## config.mk

```make
export PLATFORM = sky130hd
export DESIGN_NAME = bbcd_ctrl
export DESIGN_NICKNAME = d
export VERILOG_FILES = /design/src/rtl/bbcd_pkg.sv /design/src/rtl/bbcd_ctrl.sv
export SDC_FILE = /design/constraint.sdc
export NUM_CORES = 1
export LEC_CHECK = 0
export BUFFER_PORTS_ARGS = -buffer_cell sky130_fd_sc_hd__buf_2
export CORE_UTILIZATION = 46
export CTS_BUF_LIST = sky130_fd_sc_hd__clkbuf_16
export DETAILED_ROUTE_END_ITERATION = 7
export GPL_ROUTABILITY_DRIVEN = 0
export PLACE_DENSITY_LB_ADDON = 0.3
export SLEW_MARGIN = 20
export SYNTH_ARGS = -nofsm -noshare
export SYNTH_HDL_FRONTEND = slang
export SYNTH_SLANG_ARGS = --single-unit
```

## constraint.sdc

```tcl
create_clock -name clk -period 4.79 [get_ports clk]
set_input_delay 0.7185 -clock clk [delete_from_list [all_inputs] [get_ports clk]]
set_output_delay 0.7185 -clock clk [all_outputs]
set_load 0.02 [all_outputs]
```

## src/rtl/bbcd_pkg.sv

```systemverilog
// Shared types and constants of the buffer cache tag directory.
package bbcd_pkg;

    localparam int SLOTS   = 32;
    localparam int MAX_RUN = 129;
    localparam int SW      = 6;
    localparam int IW      = $clog2(SLOTS);

    localparam logic [SW-1:0] END_CODE  = 6'd63;
    localparam logic [31:0]   EMPTY_TAG = 32'hffff_ffff;

    typedef enum logic [2:0] {
        KIND_HIT   = 3'd0,
        KIND_FILL  = 3'd1,
        KIND_WBACK = 3'd2,
        KIND_ALLOC = 3'd3,
        KIND_DONE  = 3'd4
    } kind_t;

    typedef enum logic [3:0] {
        OP_NONE,
        OP_WALK_INIT_D,
        OP_WALK_INIT_C,
        OP_WALK_STEP,
        OP_RELINK_HIT,
        OP_EVICT,
        OP_FILL,
        OP_FL_START,
        OP_FL_STEP,
        OP_FL_TAIL_INIT,
        OP_FL_TAIL_STEP,
        OP_FL_SPLICE
    } op_t;

    typedef struct packed {
        op_t  op;
        logic list_is_dirty;
    } bbcd_cmd_t;

    typedef struct packed {
        logic walk_done;
        logic walk_hit;
        logic d_tail_valid;
        logic c_tail_valid;
        logic d_head_valid;
        logic fl_done;
        logic fl_emit;
        logic tail_done;
        logic fill_write;
    } bbcd_stat_t;

endpackage

```

## src/rtl/bbcd_ctrl.sv

```systemverilog
// Sequencer for lookups, evictions and flushes of the cache directory.
module bbcd_ctrl (
    input  logic                 clk,
    input  logic                 rst_n,
    input  logic                 in_valid,
    output logic                 in_stall,
    input  logic                 in_cmd,
    output logic                 out_valid,
    input  logic                 out_stall,
    output logic [2:0]           out_kind,
    output logic                 out_last,
    output logic                 out_zero,
    output bbcd_pkg::bbcd_cmd_t  cmd_out,
    input  bbcd_pkg::bbcd_stat_t stat
);

    typedef enum logic [3:0] {
        S_IDLE, S_DWALK, S_CINIT, S_CWALK, S_HIT, S_EVICT, S_FILL,
        S_FSCAN, S_TINIT, S_TSTEP, S_SPLICE, S_DONE, S_OUT
    } state_t;

    state_t state_reg, ret_reg;
    logic   out_valid_reg, out_last_reg, out_zero_reg;
    logic [2:0] out_kind_reg;
    logic   list_dirty_reg;

    assign in_stall  = state_reg != S_IDLE;
    assign out_valid = out_valid_reg;
    assign out_kind  = out_kind_reg;
    assign out_last  = out_last_reg;
    assign out_zero  = out_zero_reg;

    always_comb
    begin
        cmd_out = '{op: bbcd_pkg::OP_NONE, list_is_dirty: list_dirty_reg};
        case (state_reg)
            S_IDLE:
                if (in_valid)
                    cmd_out.op = in_cmd ? bbcd_pkg::OP_FL_START : bbcd_pkg::OP_WALK_INIT_D;
            S_DWALK, S_CWALK:
                if (!stat.walk_done) cmd_out.op = bbcd_pkg::OP_WALK_STEP;
            S_CINIT:  cmd_out.op = bbcd_pkg::OP_WALK_INIT_C;
            S_HIT:    cmd_out.op = bbcd_pkg::OP_RELINK_HIT;
            S_EVICT:  cmd_out.op = bbcd_pkg::OP_EVICT;
            S_FILL:   cmd_out.op = bbcd_pkg::OP_FILL;
            S_FSCAN:
                if (!stat.fl_done) cmd_out.op = bbcd_pkg::OP_FL_STEP;
            S_TINIT:  cmd_out.op = bbcd_pkg::OP_FL_TAIL_INIT;
            S_TSTEP:
                cmd_out.op = stat.tail_done ? bbcd_pkg::OP_FL_SPLICE
                                            : bbcd_pkg::OP_FL_TAIL_STEP;
            default:  cmd_out.op = bbcd_pkg::OP_NONE;
        endcase
    end

    always_ff @(posedge clk or negedge rst_n)
    begin
        if (!rst_n)
        begin
            state_reg      <= S_IDLE;
            ret_reg        <= S_IDLE;
            out_valid_reg  <= 1'b0;
            out_last_reg   <= 1'b0;
            out_zero_reg   <= 1'b0;
            out_kind_reg   <= bbcd_pkg::KIND_HIT;
            list_dirty_reg <= 1'b0;
        end
        else
        begin
            case (state_reg)
                S_IDLE:
                    if (in_valid)
                        state_reg <= in_cmd ? S_FSCAN : S_DWALK;
                S_DWALK:
                    if (stat.walk_done)
                    begin
                        if (stat.walk_hit)
                        begin
                            list_dirty_reg <= 1'b1;
                            state_reg      <= S_HIT;
                        end
                        else
                            state_reg <= S_CINIT;
                    end
                S_CINIT:
                    state_reg <= S_CWALK;
                S_CWALK:
                    if (stat.walk_done)
                    begin
                        if (stat.walk_hit)
                        begin
                            list_dirty_reg <= 1'b0;
                            state_reg      <= S_HIT;
                        end
                        else if (stat.c_tail_valid)
                            state_reg <= S_EVICT;
                        else if (stat.d_tail_valid)
                            state_reg <= S_EVICT;
                        else
                            state_reg <= S_IDLE;
                    end
                S_HIT:
                begin
                    out_kind_reg  <= bbcd_pkg::KIND_HIT;
                    out_zero_reg  <= 1'b1;
                    out_last_reg  <= 1'b1;
                    out_valid_reg <= 1'b1;
                    ret_reg       <= S_IDLE;
                    state_reg     <= S_OUT;
                end
                S_EVICT:
                    if (stat.c_tail_valid)
                        state_reg <= S_FILL;
                    else
                    begin
                        out_kind_reg  <= bbcd_pkg::KIND_WBACK;
                        out_zero_reg  <= 1'b0;
                        out_last_reg  <= 1'b0;
                        out_valid_reg <= 1'b1;
                        ret_reg       <= S_FILL;
                        state_reg     <= S_OUT;
                    end
                S_FILL:
                begin
                    out_kind_reg  <= stat.fill_write ? bbcd_pkg::KIND_ALLOC
                                                     : bbcd_pkg::KIND_FILL;
                    out_zero_reg  <= 1'b0;
                    out_last_reg  <= 1'b1;
                    out_valid_reg <= 1'b1;
                    ret_reg       <= S_IDLE;
                    state_reg     <= S_OUT;
                end
                S_FSCAN:
                    if (stat.fl_done)
                        state_reg <= stat.d_head_valid ? S_TINIT : S_DONE;
                    else if (stat.fl_emit)
                    begin
                        out_kind_reg  <= bbcd_pkg::KIND_WBACK;
                        out_zero_reg  <= 1'b0;
                        out_last_reg  <= 1'b0;
                        out_valid_reg <= 1'b1;
                        ret_reg       <= S_FSCAN;
                        state_reg     <= S_OUT;
                    end
                S_TINIT:
                    state_reg <= S_TSTEP;
                S_TSTEP:
                    if (stat.tail_done)
                        state_reg <= S_DONE;
                S_DONE:
                begin
                    out_kind_reg  <= bbcd_pkg::KIND_DONE;
                    out_zero_reg  <= 1'b1;
                    out_last_reg  <= 1'b1;
                    out_valid_reg <= 1'b1;
                    ret_reg       <= S_IDLE;
                    state_reg     <= S_OUT;
                end
                S_OUT:
                    if (!out_stall)
                    begin
                        out_valid_reg <= 1'b0;
                        state_reg     <= ret_reg;
                    end
                default:
                    state_reg <= S_IDLE;
            endcase
        end
    end

endmodule

```

# Yosys cells after proc, flatten, opt, wreduce, memory -nomap -nowiden
# Cells that the tools add are included.
[word_totals]
register_bits = 15
ram_bits = 0
latch_bits = 0
mem_count = 0
out_inout_bits = 12
inputBits = 14
rom_bits = 0
[op_classes]
bitwise_logic = 0
n_reduce_logical = 16
order_cmp = 0
shifts = 0
eq_ne = 22
n_mul = 0
n_mux = 44
n_addsub = 0
div = 0
[op_table]
columns = ["operator", "count"]
rows = [
  ["4-bit 2-to-1 mux", 12],
  ["4-bit one-hot mux with 10 select lines", 1],
  ["4-bit one-hot mux with 9 select lines", 1],
  ["3-bit 2-to-1 mux", 9],
  ["2-bit != test (second input constant)", 10],
  ["4-bit by 3-bit == test with 1-bit output (second input constant)", 4],
  ["4-bit == test (second input constant)", 4],
  ["3-bit one-hot mux with 5 select lines", 1],
  ["1-bit 2-to-1 mux", 12],
  ["4-bit one-hot mux with 3 select lines", 1],
  ["4-bit AND reduction", 3],
  ["4-bit nonzero test", 3],
  ["5-bit AND reduction", 2],
  ["4-bit by 2-bit == test with 1-bit output (second input constant)", 2],
  ["1-bit one-hot mux with 4 select lines", 2],
  ["2-bit 2-to-1 mux", 3],
  ["6-bit AND reduction", 1],
  ["5-bit nonzero test", 1],
  ["4-bit by 1-bit == test with 1-bit output (second input constant)", 1],
  ["4-bit logical NOT", 1],
  ["2-bit OR reduction", 2],
  ["3-bit != test (second input constant)", 1],
  ["1-bit one-hot mux with 3 select lines", 1],
  ["3-bit nonzero test", 1],
  ["other kinds (3)", 3],
]

# Depth between registers and ports, before layout
[logic_depth]
ltp_word = 5
depth_mapped = 6
ltp_nobuf = 4

# Worst setup path after synthesis
# Ideal clock, no wire load.
[synth_timing]
path_kind = "input to output"
startpoint = "input in_valid"
endpoint = "output cmd_out[1] (netlist name)"
arrival_time_ns = 1.611
path_slack_ns = 2.460
n_path_buf = 0
cell_stages = 4
cell_sequence = "nor3b_1 a21oi_1 o221ai_1 a21boi_0"
[synth_rtl]
columns = ["element", "line", "rtl"]
rows = [
  ["start: declaration", "bbcd_ctrl.sv:5", "input logic in_valid,"],
  ["end: declaration", "bbcd_ctrl.sv:13", "output bbcd_pkg::bbcd_cmd_t cmd_out,"],
]

==> summary.txt <==
Diodes inserted: 0
Post-Syn Nets: 134
Register Area: 325 µm²
Largest net degree at the start of global routing: 30
Vias in the first global route: 928
Worst-path clk slew: 40 ps
Critical Path AT: 1930 ps
First-pass GRT wire length: 4290 µm
Routed vias/inst: 6.08
Clock latency on the worst-skew pair: 240 ps
Leakage power: 0.000567 µW
# H-tree levels: 1
Count of final hold-check violations: 0
Clk sinks: 13
TritonCTS clock tree: yes
WP data required: 4070 ps
Die Span X: 49.2 µm
First-iteration detailed-routing DRC count: 42
Critical path class: reg -> out
Synth Cell Area: 0.00102 mm²
# Max-Cap Violations: 0
Nets@finish: 153
Reg2Reg Setup Slack: 2740 ps
Placed instance area: 0.00112 mm²
Initial Utilization: 0.506
Number of synthesized flops with an enable pin: 0
Max_slew headroom: 0.459
Via count: 1003
Worst setup EP type: primary output
Die ar.: 0.00242 mm²
Die Y: 49.2 µm
CP max FO: 28
Most used DFF post-synth: dfrtp_1
Min Clock Period, post-route: 2650 ps
Post-DRT Antenna Nets: 0
Core footprint: 0.00202 mm²
Period utilization: 0.553
Final Max Tran Viols: 0
Startpoint types: flip-flop
Wire length per cell: 15.8 µm
Layout cells sized above 1: 0.246
Final setup margin: 2140 ps
CTS root buf: clkbuf_16
Worst slack, placed: 2400 ps
Setup_tns: 0 ps
Global route total overflow: 0
Pwr Density: 757 mW/mm²
Drt pass-1 iters: 4
Status: finished clean
VDD IR max: 364 µV
Final setup viols: 0
IO Pins: 26
Worst-margin pin slew: 812 ps
Initial antenna violation count: 0
Final core occ: 0.592
Post-CTS sizing: 0
Max reg flops: 4
Netlist cell types: 43
Mapped Cells: 120
Asr flop ratio synth: 1.00
Fmax: 377 MHz
Port Buf Inserts: 25
Cts bufs inserted: 3
Clock Skews: 1.63 ps
Synthesized flop and latch total: 13
Overall power: 906 µW
Post-DP HPWL: 1810 µm
Yosys warnings: 0
Post-synthesis sequential area ratio: 0.318
GRT Total Usage: 0.234
FP Rows: 16
Fillers: 199
Multi-input logic area: 618 µm²
# DRC: 0
Worst hold path type: in -> async
Clock buffer depth: 2
Hold_buf cts: 0
Area growth syn-to-layout: 16.9%
Post-CTS Setup Bufs: 0
Cell area after layout: 0.00120 mm²
Final wirelength: 2620 µm
Syn Area/Cell: 8.53 µm²
RSZ-0062 raised after global routing: false
cells in the mapped netlist (all sizes together), types with 2 or more instances:
cell / n / area, µm²
dfrtp: 13 / 325
o21ai: 11 / 55.1
buf: 10 / 61.3
a21oi: 8 / 40.0
nand2b: 7 / 43.8
nor2: 6 / 22.5
nor2b: 6 / 45.0
a21o: 5 / 37.5
nand2: 5 / 18.8
inv: 4 / 15.0
nor3: 4 / 20.0
a21boi: 3 / 22.5
a211oi: 2 / 15.0
a221oi: 2 / 17.5
a22o: 2 / 17.5
and3: 2 / 17.5
and3b: 2 / 17.5
and4b: 2 / 20.0
mux2: 2 / 26.3
mux2i: 2 / 20.0
nand3: 2 / 10.0
nor3b: 2 / 15.0
o22ai: 2 / 12.5
o31ai: 2 / 15.0
routing by layer:
| metal | track usage | vias to the layer above | part of all wire |
|---|---|---|---|
| met5 | 0 | - | 0 |
| met4 | 0.0882 | 0 | 0.024 |
| met3 | 0.0436 | 9 | 0.067 |
| met2 | 0.388 | 49 | 0.49 |
| met1 | 0.299 | 467 | 0.42 |
| li1 | - | 478 | - |
power by group:
part | internal (µW) | total, µW | switching, µW
Clock | 110 | 156 | 46.0
Sequential | 160 | 277 | 117
Combinational | 213 | 473 | 260
Total | 483 | 906 | 422
worst max-delay path, stage by stage, from the launching register on:
cell and delay, ps:
dfrtp_1 820, inv_1 320, o21ai_0 250, a21boi_0 110, buf_2 190
layout make-up:
class / count / share of cell area
multi-input combinational: 92 / 0.517
inverter: 4 / 0.0126
clock inverter: 1 / 0.00314
timing repair buffer: 25 / 0.105
clock buffer: 3 / 0.0628
sequential: 13 / 0.272
tap: 27 / 0.0282
metrics by stage:
stage,instances,hold slack (ps)
after CTS,165,364
after global placement,161,461
after floorplan,120,423
after global routing,165,375
final,165,356
after detailed placement,161,460
cells by family after synthesis:
| family | count (synthesis) | share of synthesized area |
|---|---|---|
| mux | 4 | 0.0452 |
| flops | 13 | 0.318 |
| simple gates | 41 | 0.247 |
| compound gates | 47 | 0.312 |
| buf+inv | 15 | 0.0782 |
cells in the final DEF, fill, tap and decap left out, types with 3 or more instances in the layout:
cell        n
a21oi_1     8
buf_2      25
nor2_1      6
inv_1       5
a21boi_0    3
a21o_1      5
dfrtp_1    13
nor3_1      4
nor2b_1     5
clkbuf_16   3
nand2b_1    7
o21ai_0    11
nand2_1     5
final timing paths:
check,start,endpoint,cells past startpoint
setup reg to reg,state_reg[0]$_DFFE_PN0P_,state_reg[2]$_DFFE_PN0P_,4
hold / removal,rst_n,state_reg[3]$_DFFE_PN0P_,1
min in group clk,out_kind[2]$_DFFE_PN0P_,out_kind[2]$_DFFE_PN0P_,1
setup / recovery,state_reg[0]$_DFFE_PN0P_,cmd_out[1],4
hold reg to reg,out_kind[2]$_DFFE_PN0P_,out_kind[2]$_DFFE_PN0P_,1
max in group asynchronous,rst_n,state_reg[1]$_DFFE_PN0P_,1
No activity file was read; power rests on OpenSTA's default activity.
